File: config.mk
export PLATFORM = sky130hd
export DESIGN_NAME = text_matrix_number_parser_unit
export DESIGN_NICKNAME = d
export VERILOG_FILES = /design/src/design/tmnp_pkg.sv /design/src/design/text_matrix_number_parser_unit.sv /design/src/design/tmnp_result_fifo.sv /design/src/design/tmnp_parser.sv
export VERILOG_INCLUDE_DIRS = /design/src /design/src/design
export SDC_FILE = /design/constraint.sdc
export NUM_CORES = 2
export LEC_CHECK = 0
export BUFFER_PORTS_ARGS = -buffer_cell sky130_fd_sc_hd__buf_2
export CAP_MARGIN = 30
export CORE_UTILIZATION = 46
export CTS_CLUSTER_DIAMETER = 30
export CTS_CLUSTER_SIZE = 30
export DETAILED_ROUTE_END_ITERATION = 12
export GPL_TIMING_DRIVEN = 0
export RECOVER_POWER = 50
export REMOVE_ABC_BUFFERS = 1
export SLEW_MARGIN = 20
export SYNTH_ARGS = -nofsm -noshare
export SYNTH_HDL_FRONTEND = slang
export SYNTH_HIERARCHICAL = 1
export SYNTH_SLANG_ARGS = --single-unit
File: constraint.sdc
create_clock -name clk -period 24.6 [get_ports clk]
set_clock_uncertainty 0.1 [all_clocks]
set_input_delay 2.46 -clock clk [delete_from_list [all_inputs] [get_ports clk]]
set_output_delay 2.46 -clock clk [all_outputs]
set_load 0.005 [all_outputs]
File: src/design/text_matrix_number_parser_unit_defines.svh
// Assertion macros shared by the text matrix number parser modules.
// Included by the files that check their own logic; no other dependencies.
`ifndef TEXT_MATRIX_NUMBER_PARSER_UNIT_DEFINES_SVH
`define TEXT_MATRIX_NUMBER_PARSER_UNIT_DEFINES_SVH
`ifndef SYNTHESIS
`define TMNP_ASSERT_IMP(label, clk, rst_n, ante, cons) \
    label: assert property (@(posedge clk) disable iff (!rst_n) (ante) |-> (cons)) \
        else $error("tmnp assertion failed");
`define TMNP_ASSERT_NXT(label, clk, rst_n, ante, cons) \
    label: assert property (@(posedge clk) disable iff (!rst_n) (ante) |=> (cons)) \
        else $error("tmnp assertion failed");
`else
`define TMNP_ASSERT_IMP(label, clk, rst_n, ante, cons)
`define TMNP_ASSERT_NXT(label, clk, rst_n, ante, cons)
`endif
`endif

File: src/design/tmnp_pkg.sv
// Types and constants of the text matrix number parser.
// No dependencies; imported by every module of the block.
package tmnp_pkg;

    localparam logic [2:0] MODE_TOP     = 3'd0;
    localparam logic [2:0] MODE_ZERO    = 3'd1;
    localparam logic [2:0] MODE_HEX     = 3'd2;
    localparam logic [2:0] MODE_DEC     = 3'd3;
    localparam logic [2:0] MODE_NEG     = 3'd4;
    localparam logic [2:0] MODE_COMMENT = 3'd5;

    localparam logic [1:0] PH_NONE  = 2'd0;
    localparam logic [1:0] PH_SLASH = 2'd1;
    localparam logic [1:0] PH_BODY  = 2'd2;
    localparam logic [1:0] PH_STAR  = 2'd3;

    localparam logic KIND_ELEMENT = 1'b0;
    localparam logic KIND_SUMMARY = 1'b1;

    localparam logic [1:0] CFG_NUM_COLUMNS  = 2'd0;
    localparam logic [1:0] CFG_NUM_ROWS     = 2'd1;
    localparam logic [1:0] CFG_MAX_ELEMENTS = 2'd2;

    localparam logic [7:0] CH_NUL     = 8'h00;
    localparam logic [7:0] CH_COMMA   = 8'h2C;
    localparam logic [7:0] CH_MINUS   = 8'h2D;
    localparam logic [7:0] CH_SLASH   = 8'h2F;
    localparam logic [7:0] CH_STAR    = 8'h2A;
    localparam logic [7:0] CH_SEMI    = 8'h3B;
    localparam logic [7:0] CH_ZERO    = 8'h30;
    localparam logic [7:0] CH_ONE     = 8'h31;
    localparam logic [7:0] CH_NINE    = 8'h39;
    localparam logic [7:0] CH_UPPER_A = 8'h41;
    localparam logic [7:0] CH_UPPER_F = 8'h46;
    localparam logic [7:0] CH_LOWER_A = 8'h61;
    localparam logic [7:0] CH_LOWER_F = 8'h66;
    localparam logic [7:0] CH_X       = 8'h78;
    localparam logic [7:0] HEX_LETTER_BASE = 8'd10;

    localparam int FIFO_DEPTH = 4;
    localparam int FIFO_AW    = 2;

    typedef struct packed {
        logic               kind;
        logic [12:0]        row_index;
        logic [12:0]        col_index;
        logic signed [63:0] value;
        logic [24:0]        element_count;
        logic               dropped;
    } result_t;

    typedef struct packed {
        logic [1:0] beats;
        result_t    beat0;
        result_t    beat1;
    } result_pair_t;

endpackage

File: src/design/text_matrix_number_parser_unit.sv
// Top level of the text matrix number parser.
// Instantiates tmnp_parser and tmnp_result_fifo; depends on tmnp_pkg.

// The block takes one text byte per cycle, back to back, as long as the
// four-beat result queue has room for two more beats. A taken byte is parsed
// while it sits in the input register. Its results enter the queue when the
// parse step advances, and the first result beat is offered on the result channel
// from the queue. A byte gives at most two result beats (an
// element and the end summary). A byte that gives two also stops parsing, so
// while the result channel is not stalled the queue never fills and the input
// never stalls. Stalls on the result channel fill the queue, and a pending byte
// is stalled once three beats wait. The configuration registers are written
// through a plain write port and must not change while bytes are in flight.
module text_matrix_number_parser_unit
    import tmnp_pkg::*;
#(
    parameter int MAX_COLUMNS = 4096,
    parameter int MAX_ROWS    = 4096
)
(
    input  logic               clk,
    input  logic               rst_n,
    input  logic               cfg_we,
    input  logic [1:0]         cfg_index,
    input  logic [24:0]        cfg_data,
    input  logic               char_valid,
    output logic               char_stall,
    input  logic [7:0]         char_byte,
    output logic               result_valid,
    input  logic               result_stall,
    output logic               kind,
    output logic [12:0]        row_index,
    output logic [12:0]        col_index,
    output logic signed [63:0] value,
    output logic [24:0]        element_count,
    output logic               dropped
);

    result_pair_t push;
    result_t      head;
    logic         room;

    tmnp_parser #(
        .MAX_COLUMNS (MAX_COLUMNS),
        .MAX_ROWS    (MAX_ROWS)
    ) u_parser (
        .clk        (clk),
        .rst_n      (rst_n),
        .cfg_we     (cfg_we),
        .cfg_index  (cfg_index),
        .cfg_data   (cfg_data),
        .char_valid (char_valid),
        .char_stall (char_stall),
        .char_byte  (char_byte),
        .room       (room),
        .push       (push)
    );

    tmnp_result_fifo u_result_fifo (
        .clk          (clk),
        .rst_n        (rst_n),
        .push         (push),
        .room         (room),
        .result_valid (result_valid),
        .result_stall (result_stall),
        .head         (head)
    );

    assign kind          = head.kind;
    assign row_index     = head.row_index;
    assign col_index     = head.col_index;
    assign value         = head.value;
    assign element_count = head.element_count;
    assign dropped       = head.dropped;

endmodule

File: src/design/tmnp_result_fifo.sv
// Four-beat result queue between the parser and the output channel.
// Takes up to two beats per cycle and delivers one while the result channel is not stalled; depends on tmnp_pkg.
`include "text_matrix_number_parser_unit_defines.svh"

module tmnp_result_fifo
    import tmnp_pkg::*;
(
    input  logic         clk,
    input  logic         rst_n,
    input  result_pair_t push,
    output logic         room,
    output logic         result_valid,
    input  logic         result_stall,
    output result_t      head
);

    result_t               mem_reg [FIFO_DEPTH];
    logic [FIFO_AW-1:0]    wr_ptr_reg;
    logic [FIFO_AW-1:0]    rd_ptr_reg;
    logic [FIFO_AW:0]      count_reg;
    logic [FIFO_AW:0]      count_next;
    logic                  pop;

    assign result_valid = (count_reg != '0);
    assign pop          = result_valid && !result_stall;
    assign room         = (count_reg <= (FIFO_AW+1)'(FIFO_DEPTH - 2));
    assign head         = mem_reg[rd_ptr_reg];
    assign count_next   = count_reg + {{(FIFO_AW-1){1'b0}}, push.beats}
                          - {{FIFO_AW{1'b0}}, pop};

    always_ff @(posedge clk)
    begin
        if (push.beats != 2'd0)
        begin
            mem_reg[wr_ptr_reg] <= push.beat0;
        end
        if (push.beats == 2'd2)
        begin
            mem_reg[wr_ptr_reg + FIFO_AW'(1)] <= push.beat1;
        end
    end

    always_ff @(posedge clk or negedge rst_n)
    begin
        if (!rst_n)
        begin
            wr_ptr_reg <= '0;
            rd_ptr_reg <= '0;
            count_reg  <= '0;
        end
        else
        begin
            wr_ptr_reg <= wr_ptr_reg + FIFO_AW'(push.beats);
            if (pop)
            begin
                rd_ptr_reg <= rd_ptr_reg + FIFO_AW'(1);
            end
            count_reg <= count_next;
        end
    end

    `TMNP_ASSERT_IMP(a_no_overflow, clk, rst_n, 1'b1, count_reg <= (FIFO_AW+1)'(FIFO_DEPTH))
    `TMNP_ASSERT_IMP(a_push_has_room, clk, rst_n, push.beats != 2'd0, room && push.beats != 2'd3)
    `TMNP_ASSERT_NXT(a_pop_drains, clk, rst_n, pop && push.beats == 2'd0,
                     count_reg == $past(count_reg) - (FIFO_AW+1)'(1))

endmodule

File: src/design/tmnp_parser.sv
// Byte input register, configuration registers and the per-byte parse step.
// Produces up to two result beats per byte; depends on tmnp_pkg.
`include "text_matrix_number_parser_unit_defines.svh"

module tmnp_parser
    import tmnp_pkg::*;
#(
    parameter int MAX_COLUMNS = 4096,
    parameter int MAX_ROWS    = 4096
)
(
    input  logic         clk,
    input  logic         rst_n,
    input  logic         cfg_we,
    input  logic [1:0]   cfg_index,
    input  logic [24:0]  cfg_data,
    input  logic         char_valid,
    output logic         char_stall,
    input  logic [7:0]   char_byte,
    input  logic         room,
    output result_pair_t push
);

    logic [12:0] num_columns_reg;
    logic [12:0] num_rows_reg;
    logic [24:0] max_elements_reg;

    logic [7:0]  byte_reg;
    logic        byte_valid_reg;
    logic        advance;

    logic [2:0]  mode_reg,    mode_next;
    logic [2:0]  resume_reg,  resume_next;
    logic [1:0]  phase_reg,   phase_next;
    logic [63:0] acc_reg,     acc_next;
    logic [12:0] row_reg,     row_next;
    logic [12:0] col_reg,     col_next;
    logic [24:0] cnt_reg,     cnt_next;
    logic        drop_reg,    drop_next;
    logic        stopped_reg, stopped_next;

    result_pair_t pair;

    logic        enabled;
    logic        rows_ok;
    logic        cols_ok;
    logic        is_dec;
    logic        is_hex_lower;
    logic        is_hex_upper;
    logic        is_sep;
    logic        row_end;
    logic [3:0]  dec_digit;
    logic [3:0]  hex_digit;
    logic [63:0] acc_times_ten;
    logic [24:0] cnt_inc;

    assign advance    = byte_valid_reg && room;
    assign char_stall = byte_valid_reg && !room;

    assign enabled = (num_columns_reg != '0) && (num_rows_reg != '0)
                     && (max_elements_reg != '0);
    assign rows_ok = (row_reg < num_rows_reg) && ({19'd0, row_reg} < 32'(MAX_ROWS));
    assign cols_ok = (col_reg < num_columns_reg) && ({19'd0, col_reg} < 32'(MAX_COLUMNS));

    assign is_dec       = (byte_reg >= CH_ZERO) && (byte_reg <= CH_NINE);
    assign is_hex_lower = (byte_reg >= CH_LOWER_A) && (byte_reg <= CH_LOWER_F);
    assign is_hex_upper = (byte_reg >= CH_UPPER_A) && (byte_reg <= CH_UPPER_F);
    assign is_sep       = (byte_reg == CH_COMMA) || (byte_reg == CH_SEMI);
    assign row_end      = (byte_reg == CH_SEMI);
    assign dec_digit    = 4'(byte_reg - CH_ZERO);
    assign hex_digit    = is_dec       ? dec_digit :
                          is_hex_lower ? 4'(byte_reg - CH_LOWER_A + HEX_LETTER_BASE) :
                                         4'(byte_reg - CH_UPPER_A + HEX_LETTER_BASE);
    assign acc_times_ten = (acc_reg << 3) + (acc_reg << 1);
    assign cnt_inc       = cnt_reg + 25'd1;

    always_comb
    begin
        logic [2:0]  eff;
        logic        do_sep;
        logic        neg;
        logic        number_end;
        logic [63:0] sep_val;

        eff        = mode_reg;
        do_sep     = 1'b0;
        neg        = 1'b0;
        number_end = 1'b0;
        sep_val    = acc_reg;

        mode_next    = mode_reg;
        resume_next  = resume_reg;
        phase_next   = phase_reg;
        acc_next     = acc_reg;
        row_next     = row_reg;
        col_next     = col_reg;
        cnt_next     = cnt_reg;
        drop_next    = drop_reg;
        stopped_next = stopped_reg;
        pair         = '0;

        if (byte_reg == CH_NUL)
        begin
            pair.beats      = (!enabled || !stopped_reg) ? 2'd1 : 2'd0;
            pair.beat0.kind = KIND_SUMMARY;
            if (enabled)
            begin
                pair.beat0.row_index     = row_reg;
                pair.beat0.col_index     = col_reg;
                pair.beat0.element_count = cnt_reg;
                pair.beat0.dropped       = drop_reg;
            end
            mode_next    = MODE_TOP;
            resume_next  = MODE_TOP;
            phase_next   = PH_NONE;
            acc_next     = '0;
            row_next     = '0;
            col_next     = '0;
            cnt_next     = '0;
            drop_next    = 1'b0;
            stopped_next = 1'b0;
        end
        else if (enabled && !stopped_reg)
        begin
            if (cnt_reg >= max_elements_reg)
            begin
                pair.beats                = 2'd1;
                pair.beat0.kind           = KIND_SUMMARY;
                pair.beat0.row_index      = row_reg;
                pair.beat0.col_index      = col_reg;
                pair.beat0.element_count  = cnt_reg;
                pair.beat0.dropped        = drop_reg;
                stopped_next              = 1'b1;
            end
            else
            begin
                // A pending zero or lone slash falls back and the byte is reparsed.
                if (mode_reg == MODE_ZERO && byte_reg != CH_X)
                begin
                    eff = MODE_TOP;
                end
                else if (mode_reg == MODE_COMMENT
                         && ((phase_reg == PH_SLASH && byte_reg != CH_STAR)
                             || phase_reg == PH_NONE))
                begin
                    eff        = (resume_reg > MODE_NEG) ? MODE_TOP : resume_reg;
                    phase_next = PH_NONE;
                end
                else if (mode_reg > MODE_COMMENT)
                begin
                    eff = MODE_TOP;
                end
                mode_next = eff;

                case (eff)
                    MODE_TOP:
                    begin
                        if (byte_reg == CH_SLASH)
                        begin
                            resume_next = eff;
                            mode_next   = MODE_COMMENT;
                            phase_next  = PH_SLASH;
                        end
                        else if (byte_reg == CH_ZERO)
                        begin
                            mode_next = MODE_ZERO;
                        end
                        else if (byte_reg == CH_MINUS)
                        begin
                            acc_next  = '0;
                            mode_next = MODE_NEG;
                        end
                        else if (is_dec)
                        begin
                            acc_next  = {60'd0, dec_digit};
                            mode_next = MODE_DEC;
                        end
                        else if (is_sep)
                        begin
                            do_sep = 1'b1;
                        end
                    end
                    MODE_ZERO:
                    begin
                        acc_next  = '0;
                        mode_next = MODE_HEX;
                    end
                    MODE_HEX:
                    begin
                        if (byte_reg == CH_SLASH)
                        begin
                            resume_next = eff;
                            mode_next   = MODE_COMMENT;
                            phase_next  = PH_SLASH;
                        end
                        else if (is_dec || is_hex_lower || is_hex_upper)
                        begin
                            acc_next = {acc_reg[59:0], hex_digit};
                        end
                        else if (is_sep)
                        begin
                            do_sep     = 1'b1;
                            number_end = 1'b1;
                        end
                    end
                    MODE_DEC, MODE_NEG:
                    begin
                        if (byte_reg == CH_SLASH)
                        begin
                            resume_next = eff;
                            mode_next   = MODE_COMMENT;
                            phase_next  = PH_SLASH;
                        end
                        else if (is_dec)
                        begin
                            acc_next = acc_times_ten + {60'd0, dec_digit};
                        end
                        else if (is_sep)
                        begin
                            do_sep     = 1'b1;
                            number_end = 1'b1;
                            neg        = (eff == MODE_NEG);
                        end
                    end
                    MODE_COMMENT:
                    begin
                        case (phase_reg)
                            PH_SLASH:
                            begin
                                phase_next = PH_BODY;
                            end
                            PH_BODY:
                            begin
                                if (byte_reg == CH_STAR)
                                begin
                                    phase_next = PH_STAR;
                                end
                            end
                            PH_STAR:
                            begin
                                if (byte_reg == CH_SLASH)
                                begin
                                    phase_next = PH_NONE;
                                    mode_next  = resume_reg;
                                end
                                else if (byte_reg != CH_STAR)
                                begin
                                    phase_next = PH_BODY;
                                end
                            end
                            default:
                            begin
                                phase_next = PH_NONE;
                            end
                        endcase
                    end
                    default:
                    begin
                        mode_next = MODE_TOP;
                    end
                endcase

                if (do_sep)
                begin
                    sep_val = neg ? (64'd0 - acc_reg) : acc_reg;
                    if (number_end)
                    begin
                        mode_next = MODE_TOP;
                    end
                    if (!rows_ok || (!cols_ok && !row_end))
                    begin
                        // The value is dropped; a negative number stays negated.
                        drop_next = 1'b1;
                        acc_next  = sep_val;
                    end
                    else
                    begin
                        acc_next  = '0;
                        drop_next = drop_reg || !cols_ok;
                        if (row_end)
                        begin
                            row_next = row_reg + 13'd1;
                            col_next = '0;
                        end
                        else
                        begin
                            col_next = col_reg + 13'd1;
                        end
                        if (cols_ok)
                        begin
                            cnt_next                 = cnt_inc;
                            pair.beats               = 2'd1;
                            pair.beat0.kind          = KIND_ELEMENT;
                            pair.beat0.row_index     = row_reg;
                            pair.beat0.col_index     = col_reg;
                            pair.beat0.value         = sep_val;
                            pair.beat0.element_count = cnt_inc;
                            pair.beat0.dropped       = drop_reg;
                            if (cnt_inc >= max_elements_reg)
                            begin
                                pair.beats               = 2'd2;
                                pair.beat1.kind          = KIND_SUMMARY;
                                pair.beat1.row_index     = row_next;
                                pair.beat1.col_index     = col_next;
                                pair.beat1.element_count = cnt_inc;
                                pair.beat1.dropped       = drop_reg;
                                stopped_next             = 1'b1;
                            end
                        end
                    end
                end
            end
        end
    end

    always_comb
    begin
        push = pair;
        if (!advance)
        begin
            push.beats = 2'd0;
        end
    end

    always_ff @(posedge clk)
    begin
        if (char_valid && !char_stall)
        begin
            byte_reg <= char_byte;
        end
    end

    always_ff @(posedge clk or negedge rst_n)
    begin
        if (!rst_n)
        begin
            num_columns_reg  <= '0;
            num_rows_reg     <= '0;
            max_elements_reg <= '0;
            byte_valid_reg   <= 1'b0;
            mode_reg         <= MODE_TOP;
            resume_reg       <= MODE_TOP;
            phase_reg        <= PH_NONE;
            acc_reg          <= '0;
            row_reg          <= '0;
            col_reg          <= '0;
            cnt_reg          <= '0;
            drop_reg         <= 1'b0;
            stopped_reg      <= 1'b0;
        end
        else
        begin
            if (cfg_we)
            begin
                case (cfg_index)
                    CFG_NUM_COLUMNS:  num_columns_reg  <= cfg_data[12:0];
                    CFG_NUM_ROWS:     num_rows_reg     <= cfg_data[12:0];
                    CFG_MAX_ELEMENTS: max_elements_reg <= cfg_data;
                    default:          ;
                endcase
            end
            if (char_valid && !char_stall)
            begin
                byte_valid_reg <= 1'b1;
            end
            else if (advance)
            begin
                byte_valid_reg <= 1'b0;
            end
            if (advance)
            begin
                mode_reg    <= mode_next;
                resume_reg  <= resume_next;
                phase_reg   <= phase_next;
                acc_reg     <= acc_next;
                row_reg     <= row_next;
                col_reg     <= col_next;
                cnt_reg     <= cnt_next;
                drop_reg    <= drop_next;
                stopped_reg <= stopped_next;
            end
        end
    end

    `TMNP_ASSERT_IMP(a_quiet_when_stopped, clk, rst_n,
                     advance && stopped_reg && byte_reg != CH_NUL, push.beats == 2'd0)
    `TMNP_ASSERT_IMP(a_pair_ends_in_summary, clk, rst_n,
                     push.beats == 2'd2, push.beat1.kind == KIND_SUMMARY && stopped_next)
    `TMNP_ASSERT_NXT(a_nul_rearms, clk, rst_n,
                     advance && byte_reg == CH_NUL,
                     cnt_reg == '0 && !stopped_reg && mode_reg == MODE_TOP)

endmodule
==> results.md <==
- Die Width: 307.3 um
- IO Count: 159
- Die Footprint: 0.09445 sq mm
- Max_slew headroom: -199.6%
- H-tree Lvls: 4
- DRT Pass-1 Iters: 5
- Worst skew pair latency: 0.75 ns
- GR Util met2: 42.95%
- Die Ht: a little over 300 um
- Avg Inst Size Synth: approximately 11 sq um
- CTS root buffer: clkbuf_16
- Initial antenna violation count: 2
- Synth unique cells: 97
- GPL Wtd Cong: between 0.8 and 0.9
- Max_cap viols: 18
- Clk pwr share: 43.9%
- CTS clock-pin slew for the worst setup and hold paths: 0.05 ns
- Starting density of the core: around 47%
- Post-CTS sizing: 0
- CP max-delay cell: a21boi_0
- Peak VDD IR: between 0.04 and 0.05 mV
- Worst path cell trace: and4bb_1, nor4b_1, a31oi_1, nor2_1, a21boi_0, nand3_1, or3_1, or2_0, nor2_1, nor2b_1, nand3_1, clkbuf_1, o31ai_1, clkbuf_1, buf_8, buf_6
- Post-Syn Area: 0.04288 sq mm
- Tot Pwr: 4.644 mW
- Top post-synthesis cells by count: 477 x mux2_2, 476 x edfxtp_1, 252 x nor2_1, 229 x o21ai_0, 225 x nand2_1
- CTS Sinks: 660
- Layer with the highest usage: met2
- Run status: finished, violations left
- Number of synthesized flops with an enable pin: 476
- Sequential share of the synthesized area: 44.07%
- Via/cell ratio: 5.962
- FF+latch count, synth: 660
- Share of layout cells above drive strength 1: 26.07%
- M3 GR Usage: 3.771%
- Count leader, synth: mux2_2
- Ys async rst share: between 20% and 30%
- HPWL Detailed: around 85 mm
- HP Class: register to register
- N_diodes: 0
- R2R setup slack: 9.34 ns
- Top delay family on crit path: simple AND/OR/NAND/NOR gates
- Detail Route Antenna Nets: 0
- Multiplexer share of the synthesized area: around a fifth
- Compound-gate portion of the synthesized area: 12.05%
- Cells after Synth: about 3800
- Share of synthesized cell area in and, or, nand and nor gates: 10.17%
- Worst Hold End: u_parser/num_rows_reg[7]$_DFFE_PN0P_
- CP required: 24.91 ns
- Comb power frac: 26.4%
- Max reg flops: 468
- Average wire per standard cell: 22.92 um
- Iter 0 DRT Violations: 2649
- Largest family of logic cells by synthesized area: multiplexers
- # port buffers: 158
- Worst Path Buf+Inv: 4
- Total track usage: between 20% and 30%
- Final period util: 62.05%
- Vias in the first global route: 32010
- Cts bufs inserted: 150
- Sw Share: 32.40%
- Final worst slack: 9.337 ns
- RR Startpoint: u_parser/byte_reg[6]$_DFFE_PP_
- P_int: 3.139 mW
- CTS tree: yes
- Final Hold Fails: 0
- Layout fillers: 7852
- Worst path arrival time: 15.57 ns
- # hold bufs at CTS: 0
- Largest net degree at the start of global routing: 79
- Final Max Slew Viols: between 500 and 600
- Total gr overflow: 0
- Clock Tree Buf Depth: 3
- Global-route wire length before repair: 187.8 mm
- Worst-Margin Slew: 4.495 ns
- Leak: 20.52 nW
- Worst Path Max Fanout: slightly below 50
- Adder-cell area share of the yosys netlist: 6.209%
- Worst r2r dst: u_result_fifo/mem_reg[0][70]$_DFFE_PP_
- Violated checks: capacitance limit, slew limit
- Rows: 111
- Vias: 31560
- Postcts setup bufs: 0
- Pre-CTS setup slack: 17.08 ns
- Beginning of the worst hold path: u_parser/num_rows_reg[7]$_DFFE_PN0P_
- Number of nets in the layout: roughly 4200
- PwrDens: 92.11 mW/mm^2
- Global routing usage on met1: 34.12%
- Critical path depth in cells: 16
- Setup violations, final: 0
- Setup crit start kind: register
- Sw Pwr: 1.505 mW
- Setup repair after global routing missed its margin: no
- Area delta synth->final: 17.58%
- Crit path capture type: register
- Top post-synthesis cells by area: edfxtp_1 33%, mux2_2 13%, dfrtp_1 11%
- Crit Path Class: register to register
- Synth area leader: edfxtp_1
- Count of warnings emitted by yosys: 6
- CP max stage delay: 2.39 ns
- Area share of the largest cell type after synthesis: between 30% and 40%
- Clock period minus worst slack: 15.26 ns
- Worst slack on hold paths: between 0.4 and 0.5 ns
- Remaining DRCs: 0
- Post-Route WL: between 100 and 150 mm
- Register-to-Register Path Depth: 16
- Hold Crit Depth: 1
- Xor and xnor area share after synthesis: under 10%
- Max Freq: 0.06552 GHz
- Most frequently used flop master after synthesis: edfxtp_1
- Core area: 0.09194 sq mm
- Reg power frac: 29.7%
==> power by group through the flow <==
stage,clock network (mW),logic (mW),registers (mW)
after floorplan,0,0.803,1.40
after global placement,0,1.21,1.49
after detailed placement,0,1.26,1.40
after CTS,2.07,1.26,1.38
after global routing,2.12,1.33,1.39
final,2.04,1.22,1.38
==> cell families (layout without fill, tap and decap cells) <==
logic type	after synthesis	after routing
multiplexers	628	628
flip-flops	660	660
buffers and inverters	422	650
adder cells (fa/ha/maj)	211	211
AND/OR/NAND/NOR	879	879
AO/OA/AOI/OAI	797	797
XOR/XNOR	162	162
other	1	64
==> final cells by class <==
| cell class | instances | area [sq um] | share of cell area [%] |
|---|---|---|---|
| Clock buffer | 174 | 4009 | 7.951 |
| Multi-Input combinational cell | 2741 | 22280 | 44.18 |
| Tap cell | 1243 | 1555 | 3.085 |
| Timing Repair Buffer | 256 | 2018 | 4.003 |
| Inverter | 119 | 447.9 | 0.8884 |
| Sequential cell | 660 | 18900 | 37.49 |
| Clock inverter | 101 | 1212 | 2.405 |
==> how the worst max path moves through the flow <==
| stage | startpoint | end | slack (ns) |
|---|---|---|---|
| finish | u_parser/byte_reg[6]$_DFFE_PP_ | u_result_fifo/mem_reg[0][70]$_DFFE_PP_ | 9.34 |
| detailed placement | u_parser/cnt_reg[0]$_DFFE_PN0P_ | u_result_fifo/mem_reg[2][11]$_DFFE_PP_ | 17.08 |
| global route | u_parser/byte_reg[6]$_DFFE_PP_ | u_result_fifo/mem_reg[0][70]$_DFFE_PP_ | 8.37 |
| CTS | u_parser/cnt_reg[0]$_DFFE_PN0P_ | u_result_fifo/mem_reg[2][12]$_DFFE_PP_ | 17.05 |
| global placement | u_parser/byte_reg[0]$_DFFE_PP_ | u_result_fifo/mem_reg[0][77]$_DFFE_PP_ | -20.90 |
| floorplan | u_parser/byte_reg[2]$_DFFE_PP_ | u_result_fifo/mem_reg[0][0]$_DFFE_PP_ | 7.61 |
==> cells in the final DEF, fill, tap and decap left out, types with 117 or more instances in the layout <==
cell       count
ha_1         208
clkbuf_16    154
mux4_2       117
a21oi_1      171
nor2_1       251
mux2_2       475
edfxtp_1     476
inv_1        118
nand2_1      224
dfrtp_1      183
o21ai_0      231
==> metal layers <==
metal  vias up  part of all wire (%)
met2       915                    48
met4         2                   2.4
met5         -                 0.011
li1      14550                     -
met1     15920                    44
met3       180                   5.1
==> stage by stage <==
step                      std cells  cell area [sq um]  util, %  setup TNS, ns
after global routing           5294              50420    54.84              0
after global placement         4921              43920    47.78       -2442.80
after floorplan                3520              41580        -              0
final                          5294              50420    54.84              0
after detailed placement       5017              45920    49.94              0
after CTS                      5292              51140    55.62              0
Note: power is estimated with default switching activity, not from simulation.
